### src/rtl/ssd_pkg.sv
`timescale 1ns / 1ps

package ssd_pkg;

   localparam int SOURCE_ENTRIES_DEF = 16;
   localparam int SET_DEPTH_DEF      = 16;

   localparam logic [15:0] KIND_ARP  = 16'h0806;
   localparam logic [15:0] KIND_IPV4 = 16'h0800;
   localparam logic [7:0]  PROTO_TCP = 8'd6;

   localparam logic [1:0] CLASS_OTHER = 2'd0;
   localparam logic [1:0] CLASS_ARP   = 2'd1;
   localparam logic [1:0] CLASS_SYN   = 2'd2;

   localparam logic [1:0] REG_ARP_LIMIT  = 2'd0;
   localparam logic [1:0] REG_PORT_LIMIT = 2'd1;
   localparam logic [1:0] REG_HOST_LIMIT = 2'd2;

   localparam logic [7:0] ARP_LIMIT_RST  = 8'd20;
   localparam logic [3:0] PORT_LIMIT_RST = 4'd10;
   localparam logic [3:0] HOST_LIMIT_RST = 4'd10;

   typedef struct packed {
      logic load_req;
      logic idx_clr;
      logic idx_inc;
      logic rd_src;
      logic alloc;
      logic set_slot;
      logic set_full;
      logic rd_fill;
      logic cap_fill;
      logic rd_host;
      logic add_host;
      logic rd_port;
      logic add_port;
      logic wb_fill;
      logic load_rsp;
   } cmd_type;

   typedef struct packed {
      logic [1:0] req_class;
      logic       src_end;
      logic       tbl_full;
      logic       src_hit;
      logic       host_end;
      logic       host_hit;
      logic       port_end;
      logic       port_hit;
   } status_type;

endpackage

### src/rtl/ssd_ctrl.sv
`timescale 1ns / 1ps

module ssd_ctrl (
   input  logic                clock,
   input  logic                reset,
   input  logic                req_valid,
   output logic                req_stall,
   output logic                rsp_valid,
   input  logic                rsp_stall,
   input  ssd_pkg::status_type status,
   output ssd_pkg::cmd_type    cmd
);

   localparam logic [3:0] S_IDLE      = 4'd0;
   localparam logic [3:0] S_SRC_RD    = 4'd1;
   localparam logic [3:0] S_SRC_CMP   = 4'd2;
   localparam logic [3:0] S_FILL_RD   = 4'd3;
   localparam logic [3:0] S_FILL_CAP  = 4'd4;
   localparam logic [3:0] S_HOST_RD   = 4'd5;
   localparam logic [3:0] S_HOST_CMP  = 4'd6;
   localparam logic [3:0] S_HOST_ADD  = 4'd7;
   localparam logic [3:0] S_PORT_RD   = 4'd8;
   localparam logic [3:0] S_PORT_CMP  = 4'd9;
   localparam logic [3:0] S_PORT_ADD  = 4'd10;
   localparam logic [3:0] S_WB        = 4'd11;
   localparam logic [3:0] S_FIN       = 4'd12;

   logic [3:0] state_ff, state_in;
   logic       rsp_valid_ff, rsp_valid_in;
   logic       out_free;

   assign req_stall = (state_ff != S_IDLE);
   assign rsp_valid = rsp_valid_ff;
   assign out_free  = !rsp_valid_ff || !rsp_stall;

   always_comb begin
      state_in = state_ff;
      cmd      = '0;
      unique case (state_ff)
         S_IDLE: begin
            if (req_valid) begin
               cmd.load_req = 1'b1;
               cmd.idx_clr  = 1'b1;
               if (status.req_class == ssd_pkg::CLASS_SYN) state_in = S_SRC_RD;
               else state_in = S_FIN;
            end
         end
         S_SRC_RD: begin
            if (status.src_end) begin
               if (status.tbl_full) begin
                  cmd.set_full = 1'b1;
                  state_in     = S_FIN;
               end else begin
                  cmd.alloc   = 1'b1;
                  cmd.idx_clr = 1'b1;
                  state_in    = S_HOST_RD;
               end
            end else begin
               cmd.rd_src = 1'b1;
               state_in   = S_SRC_CMP;
            end
         end
         S_SRC_CMP: begin
            if (status.src_hit) begin
               cmd.set_slot = 1'b1;
               state_in     = S_FILL_RD;
            end else begin
               cmd.idx_inc = 1'b1;
               state_in    = S_SRC_RD;
            end
         end
         S_FILL_RD: begin
            cmd.rd_fill = 1'b1;
            state_in    = S_FILL_CAP;
         end
         S_FILL_CAP: begin
            cmd.cap_fill = 1'b1;
            cmd.idx_clr  = 1'b1;
            state_in     = S_HOST_RD;
         end
         S_HOST_RD: begin
            if (status.host_end) begin
               state_in = S_HOST_ADD;
            end else begin
               cmd.rd_host = 1'b1;
               state_in    = S_HOST_CMP;
            end
         end
         S_HOST_CMP: begin
            if (status.host_hit) begin
               cmd.idx_clr = 1'b1;
               state_in    = S_PORT_RD;
            end else begin
               cmd.idx_inc = 1'b1;
               state_in    = S_HOST_RD;
            end
         end
         S_HOST_ADD: begin
            cmd.add_host = 1'b1;
            cmd.idx_clr  = 1'b1;
            state_in     = S_PORT_RD;
         end
         S_PORT_RD: begin
            if (status.port_end) begin
               state_in = S_PORT_ADD;
            end else begin
               cmd.rd_port = 1'b1;
               state_in    = S_PORT_CMP;
            end
         end
         S_PORT_CMP: begin
            if (status.port_hit) begin
               state_in = S_WB;
            end else begin
               cmd.idx_inc = 1'b1;
               state_in    = S_PORT_RD;
            end
         end
         S_PORT_ADD: begin
            cmd.add_port = 1'b1;
            state_in     = S_WB;
         end
         S_WB: begin
            cmd.wb_fill = 1'b1;
            state_in    = S_FIN;
         end
         S_FIN: begin
            if (out_free) begin
               cmd.load_rsp = 1'b1;
               state_in     = S_IDLE;
            end
         end
         default: state_in = S_IDLE;
      endcase
   end

   always_comb begin
      rsp_valid_in = rsp_valid_ff;
      if (cmd.load_rsp) rsp_valid_in = 1'b1;
      else if (!rsp_stall) rsp_valid_in = 1'b0;
   end

   always_ff @(posedge clock) begin
      if (reset) begin
         state_ff     <= S_IDLE;
         rsp_valid_ff <= 1'b0;
      end else begin
         state_ff     <= state_in;
         rsp_valid_ff <= rsp_valid_in;
      end
   end

`ifndef SYNTHESIS
   a_accept_leaves_idle: assert property (@(posedge clock) disable iff (reset)
      (req_valid && !req_stall) |=> (state_ff != S_IDLE))
      else $error("accepted transaction did not start work");
   a_fin_holds: assert property (@(posedge clock) disable iff (reset)
      (state_ff == S_FIN && rsp_valid_ff && rsp_stall) |=> (state_ff == S_FIN))
      else $error("result overwrote a pending transaction");
   a_alloc_room: assert property (@(posedge clock) disable iff (reset)
      cmd.alloc |-> !status.tbl_full)
      else $error("allocation with full table");
   a_load_valid: assert property (@(posedge clock) disable iff (reset)
      cmd.load_rsp |=> rsp_valid_ff)
      else $error("loaded result not presented");
`endif

endmodule

### config.mk
export PLATFORM = sky130hd
export DESIGN_NAME = ssd_ctrl
export DESIGN_NICKNAME = d
export VERILOG_FILES = /design/src/rtl/ssd_pkg.sv /design/src/rtl/ssd_ctrl.sv
export SDC_FILE = /design/constraint.sdc
export NUM_CORES = 1
export LEC_CHECK = 0
export BUFFER_PORTS_ARGS = -buffer_cell sky130_fd_sc_hd__buf_2
export CORE_MARGIN = 2
export CORE_UTILIZATION = 43
export DETAILED_ROUTE_END_ITERATION = 12
export HOLD_SLACK_MARGIN = 0.12
export PLACE_DENSITY = 0.76
export SYNTH_ARGS = -nofsm -noshare
export SYNTH_HDL_FRONTEND = slang
export SYNTH_SLANG_ARGS = --single-unit
### constraint.sdc
create_clock -name clock -period 1.8 [get_ports clock]
set_input_delay 0.27 -clock clock [delete_from_list [all_inputs] [get_ports clock]]
set_output_delay 0.27 -clock clock [all_outputs]
set_load 0.1 [all_outputs]
==> run_results.csv, run 1 <==
group,metric,value,unit
run_status,status,"aborted with a tool error",
run_status,lastStage,"5_1_grt",
run_status,stop_error,"[ERROR DPL-0033] detailed placement checks failed during check placement.",
die,initial_utilization,0.451,
synthesis,netlist_top_cells_area,"dfxtp_1 17%, nor2_1 8.4%, a21oi_1 7.8%, nand2b_1 4.3%, nor2b_1 4.3%",
placed_design,port_buffers,29,
placed_design,placed_area,0.00110,sq mm
synthesis,synth-edff-count,0,
synthesis,ys_seq_area_frac,0.173,
sta,worst_endpoint_kind,"primary output",
cts,numClockSinks,5,
placed_design,routabilityCongestion,0.863,
synthesis,yosysMostFrequentCell,"nor2_1",
cts,postCtsHoldBufs,0,
die,die_x,40.7,microns
synthesis,synth_cell_types,34,
die,fp.dieH,40.7,microns
synthesis,synth_commonest_cells,"13 x nor2_1, 9 x a21oi_1, 5 x dfxtp_1",
placed_design,dpl.hpwl,1470,microns
synthesis,synth.largest_area_cell,"dfxtp_1",
synthesis,avgSynthCellArea,7.06,sq um
cts,cts_root_buf,"clkbuf_4",
synthesis,syn_nets,95,
synthesis,ys_ff_latch,5,
synthesis,synth_cells,82,
grt,antenna_found_initial,0,
grt,grt_start_max_net_pins,15,
cts,htreeDepth,1,
synthesis,ys_async_sr_fraction,0,
cts,clk_path_buf_depth,2,
synthesis,synth_area,579,sq um
sta,grt-worst-endpoint,"cmd[13]",
synthesis,ys.flop_type,"dfxtp_1",
cts,numCtsBuffers,3,
synthesis,synth_top_area_frac,0.173,
synthesis,yosysWarnings,0,
die,ios,30,
die,rows,13,
-- per-stage QoR --
step / worst slack [ns] / hold slack (ns) / instances / util
after floorplan: -0.934 / 0.332 / 82 / -
after global placement: 0.155 / 0.480 / 125 / 0.860
after detailed placement: 0.105 / 0.490 / 125 / 0.860
after CTS: -0.131 / 0.214 / 131 / 0.938
-- cells by family after synthesis --
family                 synth area share
buffers and inverters            0.0842
AND/OR/NAND/NOR                   0.492
flip-flops                        0.173
AO/OA/AOI/OAI                     0.251
-- repair_timing --
action / 4_1_cts
pin swaps: 3
setup endpoints to repair: 9
gates resized for setup: 9
setup buffers: 2
==> run 2, diff against run 1 <==
CORE_AREA = 2 2 63 65   (was unset)
CORE_MARGIN = unset   (was 2)
CORE_UTILIZATION = unset   (was 43)
DIE_AREA = 0 0 65 67   (was unset)
HOLD_SLACK_MARGIN = unset   (was 0.12)
PLACE_DENSITY = unset   (was 0.76)
PLACE_DENSITY_LB_ADDON = 0.15   (was unset)
==> run 2 against run 1 <==
The flow now finishes, with violations (setup timing). Synthesized area stayed put. Synthesized cell count stayed put.
==> run_results.csv, run 2 <==
group,metric,value,unit
worst_setup_path,crit_buf_inv,1,
finish,stdcell_count,168,
sta,grt_setup_unrepaired,"yes",
hold_path,hold_depth,2,
finish,nets,134,
placed_design,port_buffers,29,
grt,first_global_vias,716,
finish,antenna_cells,0,
grt,grt_overflow,0,
sta,slew-limit-headroom,0.679,
flow_run,drv_cap,0,
cts,numCtsBuffers,3,
cts,htreeDepth,1,
detailed_routing,drt_iter0_drc,20,
detailed_routing,postRouteWirelength,2010,microns
worst_setup_path,rr_startpoint,"state_ff[3]$_SDFFE_PP0P_",
synthesis,yosysMostFrequentCell,"nor2_1",
finish,layout_common_cells,"16 x buf_12, 13 x buf_2, 10 x buf_4",
die,core_area,0.00361,sq mm
synthesis,synth-edff-count,0,
die,die_x,65,microns
synthesis,synth_commonest_cells,"13 x nor2_1, 9 x a21oi_1, 5 x dfxtp_1",
placed_design,dp.cells,161,
detailed_routing,drc_errors,0,
cts,cts_root_buf,"clkbuf_8",
synthesis,ys.flop_type,"dfxtp_1",
sta,post-route-min-period,1.82,ns
die,rows,22,
placed_design,routabilityCongestion,0.769,
synthesis,synth_top_area_frac,0.173,
worst_setup_path,path_class,"flip-flop to output pin",
synthesis,syn_nets,95,
worst_setup_path,worstPathRequired,1.53,ns
worst_setup_path,timing.rr.end,"state_ff[2]$_SDFFE_PP0P_",
synthesis,synth_cells,82,
cts,postCtsHoldBufs,0,
hold_path,hp-start,"reset",
cts,cts_tree,"built",
finish,fillers,364,
die,fp.dieH,67,microns
hold_path,hp-class,"primary input to flip-flop",
synthesis,ys_seq_area_frac,0.173,
worst_setup_path,endpoint_kind,"output pin",
detailed_routing,viasPerCell,4.39,
cts,clk_path_buf_depth,2,
finish,seq_area,111,sq um
cts,clkTransAtPathRegs,0.04,ns
sta,slew_violations,0,
synthesis,yosysWarnings,0,
finish,multi_input_area,584,sq um
synthesis,synth_cell_types,34,
synthesis,synth_area,579,sq um
die,ios,30,
worst_setup_path,path_cells,"or4_4 -> nor2_4 -> nand3b_1 -> buf_12",
grt,grt_pass1_wl,3350,microns
grt,grt_start_max_net_pins,15,
hold_path,hold_end,"state_ff[1]$_SDFFE_PP0P_",
worst_setup_path,reg2reg_depth,5,
detailed_routing,vias,737,
synthesis,netlist_top_cells_area,"dfxtp_1 17%, nor2_1 8.4%, a21oi_1 7.8%, nand2b_1 4.3%, nor2b_1 4.3%",
synthesis,synth.largest_area_cell,"dfxtp_1",
die,initial_utilization,0.161,
sta,hold_violations,0,
worst_setup_path,r2r_slack,0.30,ns
worst_setup_path,cpMaxStageDelayCell,"or4_4",
worst_setup_path,cp_max_fo,6,
sta,holdWs,0.265,ns
finish,syn_to_final_growth,122,%
placed_design,dpl.hpwl,1620,microns
synthesis,avgSynthCellArea,7.06,sq um
sta,clock.fmax,550,MHz
grt,antenna_found_initial,0,
sta,finalSetupViolCount,1,
detailed_routing,wl_per_cell,12.0,microns
sta,setup_tns,-0.0189,ns
finish,largest_reg_flops,4,
run_status,status,"finished, violations left",
sta,layout_setup_ws,-0.0189,ns
sta,tightest_slew,0.484,ns
run_status,violations,"setup timing",
sta,clock_skew,0.00420,ns
synthesis,ys_async_sr_fraction,0,
cts,numClockSinks,5,
finish,layout_commonest_cell,"buf_12",
grt,grt.total_usage,0.0979,
placed_design,placed_area,0.00117,sq mm
finish,drive_gt1_frac,0.633,
worst_setup_path,worstPathArrival,1.55,ns
worst_setup_path,startpoint_type,"flip-flop",
worst_setup_path,crit_start,"state_ff[3]$_SDFFE_PP0P_",
synthesis,ys_ff_latch,5,
worst_setup_path,cpLargestDelayFamily,"simple AND/OR/NAND/NOR gates",
die,die_area,0.00436,sq mm
finish,top_register,"state_ff",
detailed_routing,drtAntennaViolNets,0,
finish,postLayoutCellArea,0.00128,sq mm
detailed_routing,dr.pass1.iters,4,
sta,finalCritPeriodShare,1.01,
cts,clk_latency,0.22,ns
worst_setup_path,max_stage_delay,0.53,ns
## run 2: cell counts after synthesis
Identical to the previous run, type by type.
## run 2: cell type report
| cell class | instances | share of cell area |
|---|---|---|
| inverters | 3 | 0.00877 |
| clock buffers | 4 | 0.0351 |
| flip-flops and latches | 5 | 0.0867 |
| repair buffers | 40 | 0.367 |
| well taps | 48 | 0.0468 |
| multi-input cells | 68 | 0.455 |
## run 2: kinds of logic (layout without fill, tap and decap cells)
logic type / after synthesis / after routing / synth area share
flip-flops: 5 / 5 / 0.173
AND/OR/NAND/NOR: 47 / 47 / 0.492
buffers and inverters: 9 / 47 / 0.0842
AO/OA/AOI/OAI: 21 / 21 / 0.251
## run 2: worst max-delay path by stage
stage | end | slack [ns] | cells past startpoint
4_1_cts | cmd[13] | -0.05 | 4
3_5_place_dp | cmd[10] | 0.12 | 4
6_report | cmd[13] | -0.02 | 4
2_1_floorplan | cmd[13] | -0.93 | 3
5_1_grt | cmd[13] | -0.07 | 4
3_3_place_gp | cmd[10] | 0.11 | 4
## run 2: per-layer routing
layer	vias to the layer above	part of all wire	GRT usage
met4	0	0	0.00798
met5	-	0	0
li1	372	-	-
met2	20	0.53	0.174
met1	345	0.41	0.115
met3	0	0.065	0.0389
## run 2: stage by stage
| stage | setup slack [ns] | util |
|---|---|---|
| floorplan | -0.934 | - |
| finish | -0.0189 | 0.356 |
| global route | -0.0744 | 0.356 |
| CTS | -0.0537 | 0.346 |
| global placement | 0.111 | 0.324 |
| detailed placement | 0.118 | 0.324 |
## run 2: timing repair
| item | in CTS | in global routing |
|---|---|---|
| pin swaps | 3 | 1 |
| setup endpoints to repair | 7 | 7 |
| setup buffers | 3 | 0 |
| gates cloned | 0 | 0 |
| gates resized for setup | 4 | 8 |
Power of run 2 is left out: the tool's default activity adds up to more than one toggle a clock period on the data nets, which glitch-free logic cannot reach.
